File: config.mk
export PLATFORM = sky130hd
export DESIGN_NAME = binary_frame_class_id_matcher_top
export DESIGN_NICKNAME = d
export VERILOG_FILES = /design/src/sv/bfcm_pkg.sv /design/src/sv/bfcm_cfg.sv /design/src/sv/bfcm_core.sv /design/src/sv/bfcm_out.sv /design/src/sv/binary_frame_class_id_matcher_top.sv
export VERILOG_INCLUDE_DIRS = /design/src /design/src/sv
export SDC_FILE = /design/constraint.sdc
export NUM_CORES = 1
export LEC_CHECK = 0
export ABC_AREA = 0
export BUFFER_PORTS_ARGS = -buffer_cell sky130_fd_sc_hd__buf_2
export CAP_MARGIN = 20
export CORE_MARGIN = 1
export CORE_UTILIZATION = 49
export CTS_BUF_LIST = sky130_fd_sc_hd__clkbuf_8
export DETAILED_ROUTE_END_ITERATION = 8
export PLACE_DENSITY = 0.64
export SLEW_MARGIN = 20
export SYNTH_ARGS = -nofsm -noshare
export SYNTH_HDL_FRONTEND = slang
export SYNTH_SLANG_ARGS = --single-unit
File: constraint.sdc
create_clock -name clk -period 4.75 [get_ports clk]
set_input_delay 0.95 -clock clk [delete_from_list [all_inputs] [get_ports clk]]
set_output_delay 0.95 -clock clk [all_outputs]
set_load 0.005 [all_outputs]
File: src/sv/binary_frame_class_id_matcher_top_macros.svh
// Assertion macros shared by the frame matcher RTL.
`ifndef BINARY_FRAME_CLASS_ID_MATCHER_TOP_MACROS_SVH
`define BINARY_FRAME_CLASS_ID_MATCHER_TOP_MACROS_SVH

// Clocked check, held off while reset is high.
`define BFCM_ASSERT(label, clk, rst, prop, msg) \
  label: assert property (@(posedge clk) disable iff (rst) prop) else $error(msg);

// Clocked check that also holds during reset.
`define BFCM_ASSERT_ALWAYS(label, clk, prop, msg) \
  label: assert property (@(posedge clk) prop) else $error(msg);

`endif

File: src/sv/bfcm_pkg.sv
// Shared types and constants for the frame class/id matcher.
package bfcm_pkg;

  localparam int CFG_INDEX_W = 3;
  localparam int CFG_DATA_W  = 16;

  // register indexes
  localparam logic [CFG_INDEX_W-1:0] REG_CLASS   = 3'd0;
  localparam logic [CFG_INDEX_W-1:0] REG_ID      = 3'd1;
  localparam logic [CFG_INDEX_W-1:0] REG_LIMIT   = 3'd2;
  localparam logic [CFG_INDEX_W-1:0] REG_WINDOW  = 3'd3;
  localparam logic [CFG_INDEX_W-1:0] REG_GAP     = 3'd4;

  // register reset values
  localparam logic [7:0]  RST_CLASS  = 8'd5;
  localparam logic [7:0]  RST_ID     = 8'd1;
  localparam logic [15:0] RST_LIMIT  = 16'd256;
  localparam logic [15:0] RST_WINDOW = 16'd800;
  localparam logic [15:0] RST_GAP    = 16'd1000;

  // frame sync bytes
  localparam logic [7:0] SYNC_A = 8'hB5;
  localparam logic [7:0] SYNC_B = 8'h62;

  // input function codes
  localparam logic [1:0] FUNC_START = 2'd0;
  localparam logic [1:0] FUNC_BYTE  = 2'd1;
  localparam logic [1:0] FUNC_TICK  = 2'd2;

  // result kinds
  localparam logic [1:0] KIND_PAYLOAD = 2'd0;
  localparam logic [1:0] KIND_TIMEOUT = 2'd1;
  localparam logic [1:0] KIND_EMPTY   = 2'd2;

  typedef struct packed {
    logic [1:0] func;
    logic [7:0] rx_byte;
  } in_t;

  typedef struct packed {
    logic [1:0]  kind;
    logic [7:0]  payload_byte;
    logic        last;
    logic [15:0] frame_length;
  } out_t;

  typedef struct packed {
    logic [7:0]  match_class;
    logic [7:0]  match_id;
    logic [15:0] length_limit;
    logic [15:0] window_ticks;
    logic [15:0] gap_ticks;
  } cfg_t;

endpackage

File: src/sv/bfcm_cfg.sv
// Configuration register file for the frame matcher.
module bfcm_cfg (
  input  logic                             clk,
  input  logic                             rst,
  input  logic                             cfg_we,
  input  logic [bfcm_pkg::CFG_INDEX_W-1:0] cfg_index,
  input  logic [bfcm_pkg::CFG_DATA_W-1:0]  cfg_data,
  output bfcm_pkg::cfg_t                   cfg
);

  always_ff @(posedge clk) begin
    if (rst) begin
      cfg.match_class  <= bfcm_pkg::RST_CLASS;
      cfg.match_id     <= bfcm_pkg::RST_ID;
      cfg.length_limit <= bfcm_pkg::RST_LIMIT;
      cfg.window_ticks <= bfcm_pkg::RST_WINDOW;
      cfg.gap_ticks    <= bfcm_pkg::RST_GAP;
    end else if (cfg_we) begin
      unique case (cfg_index)
        bfcm_pkg::REG_CLASS:  cfg.match_class  <= cfg_data[7:0];
        bfcm_pkg::REG_ID:     cfg.match_id     <= cfg_data[7:0];
        bfcm_pkg::REG_LIMIT:  cfg.length_limit <= cfg_data;
        bfcm_pkg::REG_WINDOW: cfg.window_ticks <= cfg_data;
        bfcm_pkg::REG_GAP:    cfg.gap_ticks    <= cfg_data;
        default: ;
      endcase
    end
  end

endmodule

File: src/sv/bfcm_core.sv
// Header hunt, length capture and payload streaming state machine.
`include "binary_frame_class_id_matcher_top_macros.svh"

module bfcm_core (
  input  logic           clk,
  input  logic           rst,
  input  logic           accept,
  input  bfcm_pkg::in_t  in_data,
  input  bfcm_pkg::cfg_t cfg,
  output logic           res_valid,
  output bfcm_pkg::out_t res
);

  localparam logic [2:0] PH_IDLE    = 3'd0;
  localparam logic [2:0] PH_SYNC_A  = 3'd1;
  localparam logic [2:0] PH_SYNC_B  = 3'd2;
  localparam logic [2:0] PH_CLASS   = 3'd3;
  localparam logic [2:0] PH_ID      = 3'd4;
  localparam logic [2:0] PH_LEN_LO  = 3'd5;
  localparam logic [2:0] PH_LEN_HI  = 3'd6;
  localparam logic [2:0] PH_PAYLOAD = 3'd7;

  logic [2:0]  phase, phase_next;
  logic [15:0] payload_length, payload_length_next;
  logic [15:0] bytes_seen, bytes_seen_next;
  logic [15:0] window_count, window_count_next;
  logic [15:0] gap_count, gap_count_next;

  logic [15:0] win_inc, gap_inc, seen_inc, len_full;
  logic [7:0]  b;

  assign b        = in_data.rx_byte;
  assign win_inc  = window_count + 16'd1;
  assign gap_inc  = gap_count + 16'd1;
  assign seen_inc = bytes_seen + 16'd1;
  assign len_full = {b, payload_length[7:0]};

  always_comb begin
    phase_next          = phase;
    payload_length_next = payload_length;
    bytes_seen_next     = bytes_seen;
    window_count_next   = window_count;
    gap_count_next      = gap_count;
    res_valid           = 1'b0;
    res                 = '0;
    if (accept) begin
      if (in_data.func == bfcm_pkg::FUNC_START) begin
        phase_next          = PH_SYNC_A;
        payload_length_next = '0;
        bytes_seen_next     = '0;
        window_count_next   = '0;
        gap_count_next      = '0;
      end else if (phase != PH_IDLE && in_data.func == bfcm_pkg::FUNC_TICK) begin
        if (phase == PH_PAYLOAD) begin
          // idle gap inside a payload; window is left alone
          gap_count_next = gap_inc;
          if (gap_inc >= cfg.gap_ticks) begin
            phase_next      = PH_SYNC_A;
            gap_count_next  = '0;
            bytes_seen_next = '0;
          end
        end else begin
          window_count_next = win_inc;
          if (win_inc >= cfg.window_ticks) begin
            phase_next   = PH_IDLE;
            res_valid    = 1'b1;
            res.kind     = bfcm_pkg::KIND_TIMEOUT;
            res.last     = 1'b1;
          end
        end
      end else if (phase != PH_IDLE && in_data.func == bfcm_pkg::FUNC_BYTE) begin
        unique case (phase)
          PH_SYNC_A: if (b == bfcm_pkg::SYNC_A) phase_next = PH_SYNC_B;
          PH_SYNC_B: phase_next = (b == bfcm_pkg::SYNC_B) ? PH_CLASS : PH_SYNC_A;
          PH_CLASS:  phase_next = (b == cfg.match_class) ? PH_ID : PH_SYNC_A;
          PH_ID:     phase_next = (b == cfg.match_id) ? PH_LEN_LO : PH_SYNC_A;
          PH_LEN_LO: begin
            payload_length_next = {8'd0, b};
            phase_next          = PH_LEN_HI;
          end
          PH_LEN_HI: begin
            payload_length_next = len_full;
            if (len_full >= cfg.length_limit) begin
              phase_next = PH_SYNC_A;
            end else if (len_full == 16'd0) begin
              phase_next = PH_IDLE;
              res_valid  = 1'b1;
              res.kind   = bfcm_pkg::KIND_EMPTY;
              res.last   = 1'b1;
            end else begin
              bytes_seen_next = '0;
              gap_count_next  = '0;
              phase_next      = PH_PAYLOAD;
            end
          end
          PH_PAYLOAD: begin
            bytes_seen_next  = seen_inc;
            gap_count_next   = '0;
            res_valid        = 1'b1;
            res.kind         = bfcm_pkg::KIND_PAYLOAD;
            res.payload_byte = b;
            res.last         = (seen_inc >= payload_length);
            res.frame_length = payload_length;
            if (seen_inc >= payload_length) phase_next = PH_IDLE;
          end
          default: phase_next = PH_IDLE;
        endcase
      end
    end
  end

  always_ff @(posedge clk) begin
    if (rst) begin
      phase          <= PH_IDLE;
      payload_length <= '0;
      bytes_seen     <= '0;
      window_count   <= '0;
      gap_count      <= '0;
    end else begin
      phase          <= phase_next;
      payload_length <= payload_length_next;
      bytes_seen     <= bytes_seen_next;
      window_count   <= window_count_next;
      gap_count      <= gap_count_next;
    end
  end

  `BFCM_ASSERT(a_res_needs_search, clk, rst, res_valid |-> phase != PH_IDLE, "result while idle")
  `BFCM_ASSERT(a_terminal_goes_idle, clk, rst, (res_valid && res.last) |=> phase == PH_IDLE, "no idle after terminal result")
  `BFCM_ASSERT(a_payload_count, clk, rst, phase == PH_PAYLOAD |-> (bytes_seen < payload_length), "payload count past length")

endmodule

File: src/sv/bfcm_out.sv
// Result register between the matcher and the output channel.
`include "binary_frame_class_id_matcher_top_macros.svh"

module bfcm_out (
  input  logic           clk,
  input  logic           rst,
  input  logic           load,
  input  bfcm_pkg::out_t res,
  output logic           take,
  output logic           out_valid,
  input  logic           out_ready,
  output bfcm_pkg::out_t out_data
);

  // free when empty or when the held beat leaves this cycle
  assign take = !out_valid || out_ready;

  always_ff @(posedge clk) begin
    if (rst) begin
      out_valid <= 1'b0;
    end else if (take) begin
      out_valid <= load;
    end
  end

  always_ff @(posedge clk) begin
    if (load) begin
      out_data <= res;
    end
  end

  `BFCM_ASSERT(a_no_overwrite, clk, rst, (out_valid && !out_ready) |-> !load, "result overwrote a held beat")
  `BFCM_ASSERT_ALWAYS(a_reset_empty, clk, rst |=> !out_valid, "output valid after reset")

endmodule

File: src/sv/binary_frame_class_id_matcher_top.sv
// Top level of the frame class/id matcher.
//
//  channel | dir | handshake             | beat
//  in      | in  | in_valid / in_ready   | bfcm_pkg::in_t  (func, rx_byte)
//  out     | out | out_valid / out_ready | bfcm_pkg::out_t (kind, payload_byte, last, frame_length)
//  cfg     | in  | cfg_we                | cfg_index, cfg_data (write only)
//
// One input beat per cycle while in_ready is high; its result (if any) shows on out in the cycle after acceptance.
// The single result register sits between core and out; in_ready drops only while it holds a stalled beat.
// Synchronous reset: search idle, counters cleared, registers back to defaults.
// Configuration writes take effect on the next cycle.

module binary_frame_class_id_matcher_top (
  input  logic                             clk,
  input  logic                             rst,
  input  logic                             in_valid,
  output logic                             in_ready,
  input  bfcm_pkg::in_t                    in_data,
  output logic                             out_valid,
  input  logic                             out_ready,
  output bfcm_pkg::out_t                   out_data,
  input  logic                             cfg_we,
  input  logic [bfcm_pkg::CFG_INDEX_W-1:0] cfg_index,
  input  logic [bfcm_pkg::CFG_DATA_W-1:0]  cfg_data
);

  bfcm_pkg::cfg_t cfg;
  bfcm_pkg::out_t res;
  logic           res_valid;
  logic           accept;
  logic           take;

  assign in_ready = take;
  assign accept   = in_valid && take;

  bfcm_cfg u_cfg (
    .clk       (clk),
    .rst       (rst),
    .cfg_we    (cfg_we),
    .cfg_index (cfg_index),
    .cfg_data  (cfg_data),
    .cfg       (cfg)
  );

  bfcm_core u_core (
    .clk       (clk),
    .rst       (rst),
    .accept    (accept),
    .in_data   (in_data),
    .cfg       (cfg),
    .res_valid (res_valid),
    .res       (res)
  );

  bfcm_out u_out (
    .clk       (clk),
    .rst       (rst),
    .load      (res_valid),
    .res       (res),
    .take      (take),
    .out_valid (out_valid),
    .out_ready (out_ready),
    .out_data  (out_data)
  );

endmodule

[Word-level counts from Yosys, hierarchy flattened]
Cells that the tools add are included.
Word-level totals
  bits in registers: 159
  input bits: 34
Cells by class
  add/sub/neg operators: 3
  multiplexer cells: 55
  order comparisons: 4
  reductions and logical operators: 28
  equality and inequality tests: 28
  bitwise gates (word level): 3
Operators with widths (number)
  16-bit two-way mux: 19
  16-bit one-hot mux with 2 select lines: 3
  16-bit >= comparator: 4
  16-bit by 1-bit adder with 16-bit output (second input constant): 3
  3-bit two-way mux: 12
  27-bit two-way mux: 1
  3-bit one-hot mux with 7 select lines: 1
  8-bit equality test: 2
  16-bit zero test: 1
  3-bit equality test (second input constant): 5
  3-bit by 2-bit equality test with 1-bit output (second input constant): 4
  2-bit two-way mux: 6
  4-bit by 2-bit != test with 1-bit output (second input constant): 3
  6-bit AND reduction: 2
  3-bit nonzero test: 4
  1-bit two-way mux: 10
  2-bit AND reduction: 5
  8-bit by 7-bit equality test with 1-bit output (second input constant): 1
  8-bit equality test (second input constant): 1
  8-bit two-way mux: 1
  4-bit by 3-bit != test with 1-bit output (second input constant): 2
  7-bit AND reduction: 1
  3-bit by 1-bit equality test with 1-bit output (second input constant): 2
  2-bit by 1-bit != test with 1-bit output (second input constant): 3
  17 further kinds: 25

[Longest topological paths before layout]
  depth after elaboration: 8
  depth in mapped cells: 14

[By module]
A second synthesis with hierarchy kept.
Unflattened totals
  cells, all modules: 1031
  area, all modules: 9202.6 µm²
Modules (own cells, without submodules)
  bfcm_core: area each 5748.0 µm², instances 1, sequential area each 1341.3 µm², cells each 758
  bfcm_cfg: area each 2591.2 µm², instances 1, sequential area each 1281.2 µm², cells each 241
  bfcm_out: area each 857.1 µm², instances 1, sequential area each 830.8 µm², cells each 31
  binary_frame_class_id_matcher_top: area each 6.3 µm², instances 1, sequential area each 0.0 µm², cells each 1

[Least setup slack after synthesis]
Ideal clock, no wire load.
  kind: reg2reg
  from: register u_core.window_count[0]
  to: register u_out.out_data[0] (netlist name)
  required time: 4305 ps
  stages on the path, launching flop included: 15
  library setup time: 445 ps
  slack: 838 ps
  clock period less this slack: 3912 ps
  arrival time: 3466 ps
  cell sequence: dfxtp_1 ha_1 nand3_1 nor4_2 and3_1 nand3_1 xnor2_1 ha_1 o21ai_0 nor2_1 or3_1 a211oi_1 nor2_1 nor2_1 nand2_1
On the way
  longest elaborated chain between the ends: 7
RTL lines
  start, declared: RTL line bfcm_core.sv:26  | logic [15:0] window_count, window_count_next;
  start signal, assigned: RTL line bfcm_core.sv:123  | window_count <= window_count_next;
  16-bit by 1-bit adder with 16-bit output: RTL line bfcm_core.sv:33  | assign win_inc = window_count + 16'd1;
  16-bit >= comparator: RTL line bfcm_core.sv:64  | if (win_inc >= cfg.window_ticks) begin
  1-bit two-way mux: RTL line bfcm_core.sv:64
  1-bit two-way mux: RTL line bfcm_core.sv:54  | if (phase == PH_PAYLOAD) begin
  1-bit two-way mux: RTL line bfcm_core.sv:53  | end else if (phase != PH_IDLE && in_data.func == bfcm_pkg::FUNC_TICK) begin
  1-bit two-way mux: RTL line bfcm_core.sv:47  | if (in_data.func == bfcm_pkg::FUNC_START) begin
  1-bit two-way mux: RTL line bfcm_core.sv:46  | if (accept) begin
  via res_valid: RTL line binary_frame_class_id_matcher_top.sv:29  | logic res_valid;
The timed path passes the listed nets, and every way through them passes these cells.
A chain may end at the register's enable or synchronous reset.

[Worst setup path in the final report]
  from: register u_core.window_count[0]
  to: register u_out.out_data[2] (netlist name)
On the way
  longest elaborated chain between the ends: 7
RTL lines (RTL line)
  16-bit by 1-bit adder with 16-bit output: bfcm_core.sv:33
  16-bit >= comparator: bfcm_core.sv:64
  1-bit two-way mux: bfcm_core.sv:64
  1-bit two-way mux: bfcm_core.sv:54
  1-bit two-way mux: bfcm_core.sv:53
  1-bit two-way mux: bfcm_core.sv:47
  1-bit two-way mux: bfcm_core.sv:46
  via res_valid: binary_frame_class_id_matcher_top.sv:29
The timed path passes the listed nets, and every way through them passes these cells.

==> run_results.csv <==
group,metric,value,unit
floorplanning,start_util,50.1,%
sta,setup_viol,0,
sta,max_freq,250,MHz
pwr,p_switching,0.702,mW
setup_path,r2r_start,"u_core.window_count[0]$_SDFFE_PP0P_",
synthesis,synth_ff_type,"dfxtp_1",
floorplanning,rows,49,
route,final_antenna_net_count,0,
placement,place_area,9410,sq um
floorplanning,ios,63,
pwr,power,2.57,mW
global_route,overflow,0,
clock_tree,cts_tree,"yes",
pwr,p_leak,3.84,nW
outcome,status,"completed",
synthesis,syn_area_per_cell,8.12,sq um
clock_tree,clock_latency,480,ps
sta,slew_headroom,36.7,%
sta,maxSlewViolCount,0,
sta,rsz0062_at_grt,"no",
clock_tree,path_clk_slew,90,ps
pwr,p_comb_share,7.1,%
sta,hold_viol,0,
setup_path,cp-start-kind,"flip-flop",
synthesis,synth.distinct_cells,67,
synthesis,ys_async_sr_fraction,0,%
pwr,worst_ir_drop_vdd,191,uV
floorplanning,die_y,137,um
route,drc,0,
clock_tree,cts.sinks,159,
setup_path,crit_type,"reg2reg",
final_layout,stdcell_area,9800,sq um
sta,finalCritPeriodShare,84.3,%
run,maxCapViolCount,0,
sta,tightest_slew,944,ps
clock_tree,cts_made_buffers,17,
floorplanning,die_x,137,um
pwr,p_per_area,262,nW/um^2
pwr,p_sw_share,27.3,%
global_route,grt_pass1_wl,36900,um
placement,place_inst,1352,
global_route,grt_max_degree,73,
route,first_iter_violations,602,
global_route,track_usage,25.5,%
setup_path,crit_end,"u_out.out_data[2]$_SDFFCE_PP0P_",
final_layout,areaGrowthSynthToFinish,8.93,%
sta,setup_tns,0,ps
placement,io_buffer_count,62,
synthesis,yosys_warnings,0,
setup_path,r2r_end,"u_out.out_data[2]$_SDFFCE_PP0P_",
synthesis,yosysSeqAreaShare,38.4,%
clock_tree,cts_resized,0,
placement,routabilityCongestion,0.824,
min_path,hold_class,"reg2reg",
setup_path,critical_path.startpoint,"u_core.window_count[0]$_SDFFE_PP0P_",
route,vias_per_cell,5.54,
sta,period_needed,4000,ps
setup_path,crit_fanout,27,
pwr,p_seq_share,54.1,%
final_layout,utilization,54.5,%
setup_path,cp_slowest_cell,"nor4_2",
global_route,antenna_found_initial,0,
floorplanning,coreArea,18000,sq um
synthesis,synthesis.nets,1208,
setup_path,cp-end-kind,"flip-flop",
final_layout,drive_above_1_share,11.3,%
setup_path,cpLargestDelayFamily,"simple AND/OR/NAND/NOR gates",
synthesis,synth_area_leaders,"dfxtp_1 29%, ha_1 9.3%, edfxtp_1 9.0%",
route,via_count,7664,
clock_tree,cts-root-buf,"clkbuf_8",
pwr,p_int,1.87,mW
synthesis,synth-seq-cells,159,
setup_path,path_cells,"ha_1, nand3_1, nor4_2, and3_1, nand3_1, xnor2_1, ha_1, o21ai_0, nor2_1, or3_1, a211oi_1, nor2_1, nor2_1, nand2_1, buf_4",
sta,clock_skew,13.4,ps
synthesis,synth_edf_count,27,
setup_path,crit_arrival,4200,ps
route,drtPass1Iterations,5,
placement,hpwl,16500,um
pwr,power_frac_clock,38.9,%
setup_path,path_depth,15,
final_layout,final_cells,1384,
synthesis,netlist_instances,1107,
global_route,grt_pass1_vias,7134,
route,wl,22800,um
clock_tree,clockBufferDepth,2,
setup_path,rrSetupSlack,750,ps
final_layout,final_net_count,1243,
synthesis,yosys.area.top_type,"dfxtp_1",
clock_tree,holdBufCountCts,0,
setup_path,path_buf_inv,1,
setup_path,rr_worst_depth,15,
floorplanning,die_area,18900,sq um
route,route.detailed.wl_per_inst,16.4,um
setup_path,required,4950,ps
clock_tree,post_cts_buffers,0,
synthesis,synth_top_area_share,29.4,%
final_layout,fillers,1697,
synthesis,netlist_area,8990,sq um
final_layout,n_antenna_cell,0,
clock_tree,h-tree-depth,4,
setup_path,crit_path_frequent_cell,"nor2_1",
setup_path,slowest_delay,510,ps
-- metrics by stage --
step           hold slack [ps]  setup WS (ps)
6_report                   456            745
5_1_grt                    474            350
4_1_cts                    458            754
3_5_place_dp               446            760
3_3_place_gp               440            880
2_1_floorplan              432            838
-- kinds of logic (layout without fill, tap and decap cells) --
family,after synthesis,count (layout),synth area share (%)
simple gates,464,464,24.8
compound gates,222,222,15.1
flops,159,159,38.4
buf+inv,131,179,6.00
fa+ha+maj,68,68,9.43
xor+xnor,59,59,5.75
mux,4,4,0.557
-- tightest hold or removal path: cells and delay by family (launching register included) --
kind / cells / cell delay [ps]
AO/OA/AOI/OAI: 1 / 50
flip-flops: 1 / 320
AND/OR/NAND/NOR: 1 / 50
-- cells in the mapped netlist, drive strengths merged, types with 13 or more instances --
| cell | n |
|---|---|
| nand3b | 16 |
| clkbuf | 35 |
| ha | 67 |
| a21oi | 130 |
| buf | 21 |
| xor2 | 34 |
| dfxtp | 132 |
| xnor2 | 25 |
| edfxtp | 27 |
| inv | 75 |
| a211oi | 13 |
| nand4 | 14 |
| o21ai | 35 |
| nor2 | 59 |
| and2 | 14 |
| nor3 | 42 |
| nand2 | 208 |
| nand3 | 53 |
-- worst min-delay path by stage --
stage / start / end / slack, ps / depth (start not counted)
4_1_cts: u_core.payload_length[11]$_SDFFE_PP0P_ / u_core.payload_length[11]$_SDFFE_PP0P_ / 460 / 2
6_report: u_core.payload_length[11]$_SDFFE_PP0P_ / u_core.payload_length[11]$_SDFFE_PP0P_ / 460 / 2
5_1_grt: u_cfg.cfg[17]$_SDFFE_PP0P_ / u_cfg.cfg[17]$_SDFFE_PP0P_ / 470 / 2
3_5_place_dp: u_core.payload_length[15]$_SDFFE_PP0P_ / u_core.payload_length[15]$_SDFFE_PP0P_ / 450 / 2
3_3_place_gp: u_core.payload_length[10]$_SDFFE_PP0P_ / u_core.payload_length[10]$_SDFFE_PP0P_ / 440 / 2
2_1_floorplan: u_core.payload_length[10]$_SDFFE_PP0P_ / u_core.payload_length[10]$_SDFFE_PP0P_ / 430 / 2
-- placed cells by master (no fill, tap or decap), types with 3 or more instances in the layout --
master      n
nand2_1   208
dfxtp_1   132
a21oi_1   129
inv_1      73
ha_1       67
buf_2      61
nor2_1     57
nand3_1    53
nor3_1     40
xor2_1     34
o21ai_0    30
edfxtp_1   27
xnor2_1    25
clkbuf_8   17
nand3b_1   16
nand4_1    14
a211oi_1   13
and2_1     13
or3_1      11
buf_4      11
nand2b_1   10
and3_1     10
a21o_1      6
a31o_1      6
o21ai_1     5
a311oi_1    5
nor4_1      4
a22oi_1     4
nor2b_1     4
o32ai_2     4
inv_6       4
nor3b_1     3
nor4_2      3
or2_2       3
clkinv_4    3
inv_8       3
-- cell type report --
cell class / instances / area (sq um) / share of cell area, %
Clock buffer: 17 / 234 / 2.39
Multi-Input combinational cell: 817 / 5000 / 51.1
Sequential cell: 159 / 3450 / 35.3
Inverter: 75 / 282 / 2.87
Timing Repair Buffer: 72 / 388 / 3.96
Tap cell: 229 / 287 / 2.93
Clock inverter: 15 / 150 / 1.53
-- power groups by stage --
stage	Sequential [mW]	Clock, mW	Combinational (mW)
2_1_floorplan	1.42	0	0.121
5_1_grt	1.39	1.07	0.202
6_report	1.39	0.998	0.182
4_1_cts	1.39	1.02	0.182
3_3_place_gp	1.42	0	0.181
3_5_place_dp	1.42	0	0.182
-- flip-flops by register name, summed over array words and instances, names as in the netlist --
register / count
u_out.out_valid: 1
u_out.out_data: 27
u_core.phase: 3
u_core.bytes_seen: 16
u_core.gap_count: 16
u_cfg.cfg: 64
u_core.window_count: 16
u_core.payload_length: 16
-- layer usage --
| layer | GRT usage, % | vias up | part of all wire (%) |
|---|---|---|---|
| met2 | 42.5 | 169 | 48 |
| li1 | - | 3890 | - |
| met4 | 7.20 | 0 | 1.5 |
| met3 | 3.90 | 33 | 4.1 |
| met1 | 34.1 | 3572 | 47 |
| met5 | 0 | - | 0 |
Power figures use the tool's default switching activity.
